[src/rtl/core/skf_pkg.sv]
// Shared constants and types for the per-channel scalar Kalman filter.
// Used by skf_divider and scalar_kalman_filter_channels_core; no dependencies.
package skf_pkg;

  // Number of sensor channels that keep their own filter state
  localparam int CHANNELS = 4;

  // Field widths
  localparam int CH_W    = 2;   // channel number
  localparam int MEAS_W  = 16;  // signed integer measurement
  localparam int VAR_W   = 24;  // unsigned Q8.16 variance
  localparam int EST_W   = 24;  // signed Q16.8 estimate
  localparam int GAIN_W  = 16;  // unsigned Q0.16 gain
  localparam int DEN_W   = VAR_W + 1;
  localparam int DIV_CNT_W = $clog2(GAIN_W + 1);

  // Datapath widths of the shared multiplier and the estimate update
  localparam int PROD_W = 44;
  localparam int DIFF_W = EST_W + 1;
  localparam int SUM_W  = PROD_W - GAIN_W;

  // Reset values of the registers and the channel state
  localparam logic [VAR_W-1:0] PROCESS_NOISE_RST     = 24'd655;
  localparam logic [VAR_W-1:0] MEASUREMENT_NOISE_RST = 24'd65536;
  localparam logic [VAR_W-1:0] VARIANCE_RST          = 24'd65536;

  // Limits
  localparam logic [VAR_W-1:0]  VAR_MAX  = {VAR_W{1'b1}};
  localparam logic [GAIN_W-1:0] GAIN_MAX = {GAIN_W{1'b1}};

  // Configuration register indexes
  localparam logic REG_PROCESS_NOISE     = 1'b0;
  localparam logic REG_MEASUREMENT_NOISE = 1'b1;

  // Item commands
  localparam logic CMD_FILTER = 1'b0;
  localparam logic CMD_FORCE  = 1'b1;

  // Divider request and response
  typedef struct packed {
    logic             start;
    logic [VAR_W-1:0] num;
    logic [DEN_W-1:0] den;
  } div_req_t;

  typedef struct packed {
    logic              done;
    logic [GAIN_W-1:0] quot;
  } div_rsp_t;

endpackage

[src/rtl/core/skf_divider.sv]
// Iterative restoring divider: quot = floor(num * 2^16 / den), one bit a cycle.
// Requires num < den. Depends on skf_pkg.
module skf_divider (
  input  logic              clk,
  input  logic              rst,
  input  skf_pkg::div_req_t req,
  output skf_pkg::div_rsp_t rsp
);

  logic                            busy;
  logic [skf_pkg::DIV_CNT_W-1:0]   count;
  logic [skf_pkg::DEN_W:0]         rem;
  logic [skf_pkg::DEN_W-1:0]       den;
  logic [skf_pkg::GAIN_W-1:0]      quot;
  logic                            done;

  logic [skf_pkg::DEN_W:0]         rem_sh;
  logic [skf_pkg::DEN_W:0]         rem_sub;
  logic                            fits;

  // One shift, compare and subtract per cycle
  always_comb begin
    rem_sh  = {rem[skf_pkg::DEN_W-1:0], 1'b0};
    fits    = rem_sh >= {1'b0, den};
    rem_sub = rem_sh - {1'b0, den};
  end

  // Sequence the sixteen quotient bits
  always_ff @(posedge clk) begin
    if (rst) begin
      busy  <= 1'b0;
      done  <= 1'b0;
      count <= '0;
    end else begin
      done <= 1'b0;
      if (req.start) begin
        busy  <= 1'b1;
        count <= '0;
        rem   <= {2'b00, req.num};
        den   <= req.den;
        quot  <= '0;
      end else if (busy) begin
        rem   <= fits ? rem_sub : rem_sh;
        quot  <= {quot[skf_pkg::GAIN_W-2:0], fits};
        count <= count + skf_pkg::DIV_CNT_W'(1);
        if (count == skf_pkg::DIV_CNT_W'(skf_pkg::GAIN_W - 1)) begin
          busy <= 1'b0;
          done <= 1'b1;
        end
      end
    end
  end

  assign rsp.done = done;
  assign rsp.quot = quot;

endmodule

[src/rtl/core/scalar_kalman_filter_channels_core.sv]
// Per-channel scalar Kalman filter: sequencer, channel state, shared multiplier.
// Depends on skf_pkg and skf_divider.
//
//   channel   handshake            payload
//   item      item_valid/stall     command, channel, measurement, forced_variance
//   result    result_valid/stall   result_channel, estimate
//   cfg       cfg_valid/ready      cfg_index, cfg_data
//
// A filter word runs from acceptance to result through the restoring divider
// that forms the gain and then two passes through one multiplier; with zero
// measurement noise or a zero gain denominator it skips the divider.
// A force word is applied when taken and gives no result. Reset is synchronous; it
// restores all channel estimates to 0 and variances to 1.0.
// The result sits in an output register, so a new word is taken while it waits;
// a finished filter word holds in its last state until that register frees up.
module scalar_kalman_filter_channels_core (
  input  logic                               clk,
  input  logic                               rst,
  // item channel
  input  logic                               item_valid,
  output logic                               item_stall,
  input  logic                               command,
  input  logic [skf_pkg::CH_W-1:0]           channel,
  input  logic signed [skf_pkg::MEAS_W-1:0]  measurement,
  input  logic [skf_pkg::VAR_W-1:0]          forced_variance,
  // result channel
  output logic                               result_valid,
  input  logic                               result_stall,
  output logic [skf_pkg::CH_W-1:0]           result_channel,
  output logic signed [skf_pkg::EST_W-1:0]   estimate,
  // configuration channel
  input  logic                               cfg_valid,
  output logic                               cfg_ready,
  input  logic                               cfg_index,
  input  logic [skf_pkg::VAR_W-1:0]          cfg_data
);

  typedef enum logic [2:0] {
    S_IDLE,
    S_NOISE,
    S_GAIN,
    S_DIV,
    S_MULK,
    S_MULP,
    S_DONE
  } state_t;

  state_t                           state;

  // Registers and channel state
  logic [skf_pkg::VAR_W-1:0]        process_noise;
  logic [skf_pkg::VAR_W-1:0]        measurement_noise;
  logic signed [skf_pkg::EST_W-1:0] estimates [skf_pkg::CHANNELS];
  logic [skf_pkg::VAR_W-1:0]        variances [skf_pkg::CHANNELS];

  // Working registers of the current word
  logic [skf_pkg::CH_W-1:0]         ch;
  logic signed [skf_pkg::EST_W-1:0] meas8;
  logic [skf_pkg::VAR_W-1:0]        p;
  logic [skf_pkg::GAIN_W-1:0]       k;
  logic signed [skf_pkg::PROD_W-1:0] prod;

  logic                             item_take;
  logic                             out_free;
  logic [skf_pkg::VAR_W:0]          p_sum;
  logic [skf_pkg::DEN_W-1:0]        denom;
  logic signed [skf_pkg::DIFF_W-1:0] diff;
  logic signed [17:0]               mul_a;
  logic signed [25:0]               mul_b;
  logic signed [skf_pkg::PROD_W-1:0] mul_y;
  logic signed [skf_pkg::SUM_W-1:0] x_new;
  logic signed [skf_pkg::EST_W-1:0] x_clamped;
  logic [16:0]                      one_minus_k;

  skf_pkg::div_req_t                div_req;
  skf_pkg::div_rsp_t                div_rsp;

  assign item_stall = (state != S_IDLE);
  assign item_take  = item_valid && !item_stall;
  assign out_free   = !result_valid || !result_stall;
  assign cfg_ready  = 1'b1;

  // Predicted variance (saturated when registered in S_NOISE) and gain denominator
  assign p_sum = {1'b0, variances[ch]} + {1'b0, process_noise};
  assign denom = {1'b0, p} + {1'b0, measurement_noise};

  // Innovation in Q17.8
  assign diff = skf_pkg::DIFF_W'(meas8) - skf_pkg::DIFF_W'(estimates[ch]);

  // Shared multiplier: gain times innovation, then (1 - gain) times variance
  assign one_minus_k = 17'd65536 - {1'b0, k};
  always_comb begin
    if (state == S_MULK) begin
      mul_a = {2'b00, k};
      mul_b = 26'(diff);
    end else begin
      mul_a = {1'b0, one_minus_k};
      mul_b = {2'b00, p};
    end
  end
  assign mul_y = mul_a * mul_b;

  // Move the estimate by the floored correction and clamp
  assign x_new = skf_pkg::SUM_W'(estimates[ch]) + prod[skf_pkg::PROD_W-1:16];
  always_comb begin
    if (x_new < -(skf_pkg::SUM_W'(1) <<< (skf_pkg::EST_W - 1))) begin
      x_clamped = {1'b1, {(skf_pkg::EST_W-1){1'b0}}};
    end else if (x_new > $signed(skf_pkg::SUM_W'({1'b0, {(skf_pkg::EST_W-1){1'b1}}}))) begin
      x_clamped = {1'b0, {(skf_pkg::EST_W-1){1'b1}}};
    end else begin
      x_clamped = x_new[skf_pkg::EST_W-1:0];
    end
  end

  // Gain division request
  always_comb begin
    div_req.start = (state == S_GAIN) && (denom != '0) && (measurement_noise != '0);
    div_req.num   = p;
    div_req.den   = denom;
  end

  skf_divider u_div (
    .clk (clk),
    .rst (rst),
    .req (div_req),
    .rsp (div_rsp)
  );

  // Sequencer, channel state and output register
  always_ff @(posedge clk) begin
    if (rst) begin
      state             <= S_IDLE;
      result_valid      <= 1'b0;
      process_noise     <= skf_pkg::PROCESS_NOISE_RST;
      measurement_noise <= skf_pkg::MEASUREMENT_NOISE_RST;
      for (int i = 0; i < skf_pkg::CHANNELS; i++) begin
        estimates[i] <= '0;
        variances[i] <= skf_pkg::VARIANCE_RST;
      end
    end else begin
      // Drop the result once taken, unless a new one is loaded now
      if (result_valid && !result_stall && (state != S_DONE)) begin
        result_valid <= 1'b0;
      end

      // Register writes
      if (cfg_valid && cfg_ready) begin
        case (cfg_index)
          skf_pkg::REG_PROCESS_NOISE:     process_noise     <= cfg_data;
          skf_pkg::REG_MEASUREMENT_NOISE: measurement_noise <= cfg_data;
          default: ;
        endcase
      end

      case (state)
        S_IDLE: begin
          if (item_take && (32'(channel) < skf_pkg::CHANNELS)) begin
            ch    <= channel;
            meas8 <= {measurement, 8'h00};
            if (command == skf_pkg::CMD_FORCE) begin
              estimates[channel] <= {measurement, 8'h00};
              variances[channel] <= forced_variance;
            end else begin
              state <= S_NOISE;
            end
          end
        end
        S_NOISE: begin
          p     <= p_sum[skf_pkg::VAR_W] ? skf_pkg::VAR_MAX : p_sum[skf_pkg::VAR_W-1:0];
          state <= S_GAIN;
        end
        S_GAIN: begin
          if (denom == '0) begin
            k     <= '0;
            state <= S_MULK;
          end else if (measurement_noise == '0) begin
            k     <= skf_pkg::GAIN_MAX;
            state <= S_MULK;
          end else begin
            state <= S_DIV;
          end
        end
        S_DIV: begin
          if (div_rsp.done) begin
            k     <= div_rsp.quot;
            state <= S_MULK;
          end
        end
        S_MULK: begin
          prod  <= mul_y;
          state <= S_MULP;
        end
        S_MULP: begin
          estimates[ch] <= x_clamped;
          prod          <= mul_y;
          state         <= S_DONE;
        end
        S_DONE: begin
          if (out_free) begin
            variances[ch]  <= prod[skf_pkg::VAR_W+15:16];
            result_valid   <= 1'b1;
            result_channel <= ch;
            estimate       <= estimates[ch];
            state          <= S_IDLE;
          end
        end
        default: state <= S_IDLE;
      endcase
    end
  end

endmodule
[config.mk]
export PLATFORM = sky130hd
export DESIGN_NAME = scalar_kalman_filter_channels_core
export DESIGN_NICKNAME = d
export VERILOG_FILES = /design/src/rtl/core/skf_pkg.sv /design/src/rtl/core/skf_divider.sv /design/src/rtl/core/scalar_kalman_filter_channels_core.sv
export SDC_FILE = /design/constraint.sdc
export NUM_CORES = 2
export LEC_CHECK = 0
export ABC_AREA = 1
export BUFFER_PORTS_ARGS = -buffer_cell sky130_fd_sc_hd__buf_2
export CORE_MARGIN = 8
export CORE_UTILIZATION = 65
export DETAILED_ROUTE_END_ITERATION = 10
export GPL_TIMING_DRIVEN = 0
export PLACE_DENSITY = 0.91
export SYNTH_ARGS = -nofsm -noshare
export SYNTH_HDL_FRONTEND = slang
export SYNTH_SLANG_ARGS = --single-unit
[constraint.sdc]
create_clock -name clk -period 22.7 [get_ports clk]
set_input_delay 1.135 -clock clk [delete_from_list [all_inputs] [get_ports clk]]
set_output_delay 1.135 -clock clk [all_outputs]
set_load 0.01 [all_outputs]
Yosys cells after proc, flatten, opt, wreduce, memory -nomap -nowiden
Memory sizes are Yosys's and may differ from the RTL's. A register that Yosys moved wholly into a read port is not among the register bits.
Cells that the tools add are included.
Widths: inputs -> output; s select.
{ "word_totals": {"register_bits": 253, "out_inout_bits": 29, "in_bits": 73, "n_memories": 2, "ram_bits": 192} }
{ "memory_table": {"columns": ["name", "depth", "word_bits", "rd", "rd_ports_with_merged_regs", "wr", "line_no", "text"], "rows": [
  ["estimates", 4, 24, 1, 1, 4, "scalar_kalman_filter_channels_core.sv:53", "logic signed [skf_pkg::EST_W-1:0] estimates [skf_pkg::CHANNELS];"],
  ["variances", 4, 24, 1, 1, 4, "scalar_kalman_filter_channels_core.sv:54", "logic [skf_pkg::VAR_W-1:0] variances [skf_pkg::CHANNELS];"]
]} }
{ "op_classes": {"bitwise": 3, "n_eq_ne": 13, "multipliers": 1, "n_lt_le_gt_ge": 3, "mux": 54, "addsub": 7, "reduce_logical": 34} }
{ "op_table": {"columns": ["op", "count"], "rows": [
  ["$mux 24", 7],
  ["$reduce_or 24->1", 4],
  ["$mux 16", 4],
  ["$add 24x24->25", 2],
  ["$mux 25", 2],
  ["$mul 18x26->44", 1],
  ["$pmux 16 s2", 1],
  ["$add 28x28->28", 1],
  ["$gt 28x24->1 const B", 1],
  ["$lt 28x24->1 const B", 1],
  ["$ge 26x25->1", 1],
  ["$mux 26", 1],
  ["$logic_not 25->1", 1],
  ["$mux 1", 25],
  ["$reduce_bool 25->1", 1],
  ["$sub 24x24->25", 1],
  ["$sub 25x25->25", 1],
  ["$logic_not 24->1", 1],
  ["$reduce_bool 24->1", 1],
  ["$pmux 3 s7", 1],
  ["$mux 3", 6],
  ["$mux 17", 1],
  ["$sub 17x16->17 const A", 1],
  ["$mux 2", 6],
  ["21 further kinds", 43]
]} }

Depth between registers and ports, before layout
{ "depth": {"ltp_word": 10, "depth_mapped": 45, "mapped_depth_nobuf": 41} }

By module
Synthesis repeated with hierarchy kept, for this count alone.
{ "hier_totals": {"cells_unflattened": 4948, "area_unflattened_um2": 40964.3} }
{ "by_module_without_submodules": {"columns": ["module", "area_each_um2", "instances", "seq_area_each_um2", "cells_per_inst"], "rows": [
  ["scalar_kalman_filter_channels_core", 35937.0, 1, 10209.8, 4262],
  ["skf_divider", 5027.3, 1, 2122.0, 686]
]} }

Worst setup path before layout
Ideal clock, no wire load.
{ "synth_timing": {"path_kind": "reg2reg", "start": "reg (tool-made name)", "end": "reg prod[42] (netlist name), data pin", "t_arrival_ns": 7.991, "period_less_slack_ns": 8.255, "path_slack_ns": 14.445, "stages_incl_launch_ff": 41, "required_ns": 22.435, "path_buffers": 6, "cell_sequence": "dfxtp_1 -> buf_4 -> inv_2 -> clkbuf_1 -> buf_1 -> a21oi_1 -> a32oi_1 -> inv_1 -> ha_1 -> clkbuf_1 -> a21oi_1 -> o21ai_0 -> inv_1 -> o21ai_0 -> a21oi_1 -> nand2_1 -> nand2_1 -> nand3_1 -> (+5 left out) -> fa_1 -> clkbuf_1 -> clkinv_1 -> fa_1 -> fa_1 -> inv_1 -> fa_1 -> inv_1 -> fa_1 -> inv_1 -> ha_1 -> nand2_1 -> nor2_1 -> nand2_1 -> nor3_1 -> nand2_1 -> o211ai_1 -> xor2_1"} }
{ "synth_rtl": {"columns": ["element", "line_no", "text"], "rows": [
  ["end signal: assignment", "scalar_kalman_filter_channels_core.sv:190", "prod <= mul_y;"],
  ["end signal: assignment", "scalar_kalman_filter_channels_core.sv:195", "prod <= mul_y;"],
  ["end: declaration", "scalar_kalman_filter_channels_core.sv:61", "logic signed [skf_pkg::PROD_W-1:0] prod;"]
]} }

==> flow_results.org <==
** Outcome
- Result of the run :: finished, final reports clean

** Final layout
- Area overhead of the layout relative to synthesis :: 7.92%
- The filler cells instantiated in the layout total approximately 4600.
- Once layout is done, the placed cells without fillers occupy around 0.044 sq mm.
- Number of nets in the layout :: 5664
- Of the cells placed in the final design, the portion with a size suffix greater than 1 is between 6 and 7%.

** Timing
- Clock skew :: between 0.02 and 0.025 ns
- Shortest clock period the worst path allows after layout :: roughly 11 ns
- Summed negative setup slack over all endpoints :: 0 ns
- Setup violations remaining at the end of the flow were counted as 0.
- The worst pin sits at a relative slew slack of 11.6%.
- For the pin with the worst max-slew slack, the measured transition is between 1 and 1.5 ns.
- RSZ-0062 raised after global routing :: false
- Final hold violation count :: 0
- The final critical path takes up between 40% and 50% of the cycle.
- The number of slew-limit violations in the final report came to 0.
- Worst hold margin :: approximately 0.46 ns
- Timing would allow up to between 0.09 and 0.1 GHz.

** GRT
- Entering global routing, the biggest net connects 36 pins.
- In the global route stage, met3 resource usage came out at under 10%.
- For this run, global-route usage on met1 was measured as between 40% and 50%.
- In this run the most used layer during global routing was met2.
- For this run, global-route usage on met2 was measured as between 50% and 60%.
- Overall track demand over capacity in global routing :: a little over a third
- The via count of the first global-routing pass is 34900.
- The first global-routing pass estimated between 150 and 200 mm of wire.
- The initial antenna violation count is 0.
- The total overflow left after global routing is 0.

** Synth
- Summing the areas of all compound-gate instances in the mapped netlist gives a little under a tenth of the synthesized area.
- Yosys printed 0 warnings.
- Summed over its instances, the top area cell type makes up 27.5% of the synthesized netlist area.
- Cell with the most instances after synthesis :: nand2_1
- Top flip-flop cell by instance count after synthesis :: edfxtp_1
- Post-synthesis share of cell area spent on full adders, half adders and majority gates :: 27.5%
- Synthesis handed over a netlist of ~4800 instances.
- The synthesized design contains 370 enable-type register cells.
- In the synthesized netlist the async set-or-reset flop fraction comes to 0%.
- A synthesized cell averages ~8.4 sq um.
- Largest cells by area after synthesis :: edfxtp_1 (28%), fa_1 (20%), nand2_1 (8.5%)
- edfxtp_1 takes more of the synthesized area than any other cell.
- Cell variety after synth :: 63
- For this run, the register share of the synthesized area comes to between 30% and 40%.
- By count the netlist is led by nand2_1 (910), inv_1 (903), nor2_1 (589).
- Post-synthesis share of cell area spent on xor and xnor gates :: under 10%
- Netlist area before placement :: between 0.04 and 0.05 sq mm
- After synthesis, the largest family of logic cells by area is adder cells.
- The portion of synthesized area spent on multiplexers is 0%.
- Simple-gate share of the synthesized area :: between 10% and 20%
- After synthesis the netlist holds a flip-flop and latch count of roughly 430.

** Placed design
- DP Area :: roughly 0.042 sq mm
- Port Buf Inserts :: 100
- HPWL reported at the end of detailed placement :: 98.3 mm
- Routability-driven placement finished with a final weighted congestion of around 1.0.

** Worst setup path
- Top cell family by delay on the critical path :: adder cells
- Counting cells, the worst reg-to-reg path comes to 36.
- On the worst path, the slowest cell contributes a delay of between 0.6 and 0.7 ns.
- Depth of the critical timing path with buffers and inverters included :: 36
- Sort of element at the start of the critical path :: register
- Number of buffers and inverters on the critical path :: 13
- The slowest stage of the critical path belongs to the cell clkbuf_1.
- Of all nets on the critical path, the largest fanout is 10.
- The worst setup path is captured at a register.
- The setup path with the least slack is of type reg2reg.
- Data required time of the worst path :: between 20 and 25 ns
- Data arrives at the worst endpoint at between 10 and 15 ns.

** Drt
- For this block, the initial DRC count from the detailed router was roughly 4200.
- Dividing the detail-routed via count by the number of cells gives 5.99.
- The routed layout has 34900 vias.
- The routed design has about 130 mm of wire.
- Number of detailed-routing iterations run before antenna repair :: 7
- DRC Markers :: 0
- Antenna Nets Post-Route :: 0
- Drt wl/cell :: ~22 microns

** Clock network
- Clock transition at path regs :: 0.06 ns
- Post-cts resize count :: 0
- CTS saw 431 sinks.
- After clock tree synthesis, the flow added hold-fix buffers numbering 0.
- Postcts setup bufs :: 0
- The tree is rooted in a clkbuf_16.
- Number of clock buffers inserted by TritonCTS :: between 40 and 50
- The H-tree was split into 2 levels.
- Skew-Pair Late Insertion Delay :: roughly 0.61 ns
- TritonCTS built the clock tree.
- No sink is reached through more buffers than the 3 on the longest clock path.

** Die
- From bottom edge to top edge, the die measures approximately 270 microns.
- Die width :: ~270 microns
- After floorplanning, the core was sized to cover 0.0616 sq mm.
- Top Ports :: 102
- Starting utilization of the core area :: roughly two thirds
- Standard-cell row count :: 91
- The die covers between 0.07 and 0.08 sq mm.

** Run
- Number of maximum-capacitance constraint violations :: 0

** Min path
- The startpoint identified for the worst hold timing path is ch[1].
- The tightest min-delay check is of the reg2reg type.
- Hold Path Stages :: 0
==> final timing paths <==
check / endpoint / slack [ns]
worst min-delay path: result_channel[1] / 0.46
worst max-delay path: prod[42] / 11.75
worst max register to register: prod[42] / 11.75
worst min register to register: result_channel[1] / 0.46
==> kinds of logic (layout without fill, tap and decap cells) <==
| group | after synthesis | after routing |
|---|---|---|
| XOR/XNOR | 146 | 146 |
| AO/OA/AOI/OAI | 649 | 649 |
| buffers and inverters | 1070 | 1257 |
| adder cells (fa/ha/maj) | 639 | 639 |
| flip-flops | 431 | 431 |
| AND/OR/NAND/NOR | 1860 | 1860 |
| other | 2 | 5 |
==> metrics by stage <==
step	instances	util (%)	setup WS [ns]
floorplan	4798	-	14.44
global placement	5735	68.0	12.32
detailed placement	5742	68.3	12.04
CTS	5822	70.7	12.01
global route	5822	70.7	11.25
finish	5824	70.7	11.75
==> layout make-up <==
class / instances / area [sq um] / share of cell area, %
well taps: 837 / 1050 / 2.40
clock buffers: 59 / 1230 / 2.83
diodes: 2 / 5.00 / 0.0115
flip-flops and latches: 431 / 12300 / 28.3
repair buffers: 107 / 599 / 1.38
multi-input cells: 3297 / 24000 / 55.0
inverters: 926 / 3480 / 7.98
plain buffers: 144 / 673 / 1.55
clock inverters: 21 / 239 / 0.549
==> layout by cell type (no fill, tap or decap), drive strengths merged, types with 12 or more instances in the layout <==
| cell type | instances |
|---|---|
| o211ai | 12 |
| a22oi | 23 |
| ha | 226 |
| o21a | 14 |
| a21oi | 235 |
| clkinv | 20 |
| a32oi | 16 |
| inv | 922 |
| nor4 | 18 |
| edfxtp | 370 |
| a21o | 16 |
| dfxtp | 61 |
| xnor2 | 53 |
| buf | 162 |
| clkbuf | 148 |
| a31oi | 38 |
| nand3 | 194 |
| nand2 | 943 |
| or2 | 19 |
| o22ai | 30 |
| nand3b | 13 |
| o21bai | 17 |
| nor3 | 36 |
| nor2 | 605 |
| fa | 413 |
| nand4 | 25 |
| o21ai | 222 |
| xor2 | 93 |
==> per-layer routing <==
layer | vias to the layer above | share of wire [%]
met3 | 581 | 12
met1 | 16400 | 35
met5 | - | 0
li1 | 15500 | -
met2 | 2369 | 45
met4 | 0 | 7.6
==> flip-flops by register name, indices dropped and copies added, names as in the netlist, named ones only <==
register           flops
ch                     2
estimate              24
estimates             96
k                     16
meas8                 16
measurement_noise     24
p                     24
process_noise         24
prod                  28
result_channel         2
result_valid           1
state                  3
u_div.busy             1
u_div.count            5
u_div.den             25
u_div.done             1
u_div.quot            16
u_div.rem             25
variances             96
Power is not shown: default switching activity piles up to over one toggle a cycle in this logic, so the estimate is an artifact.
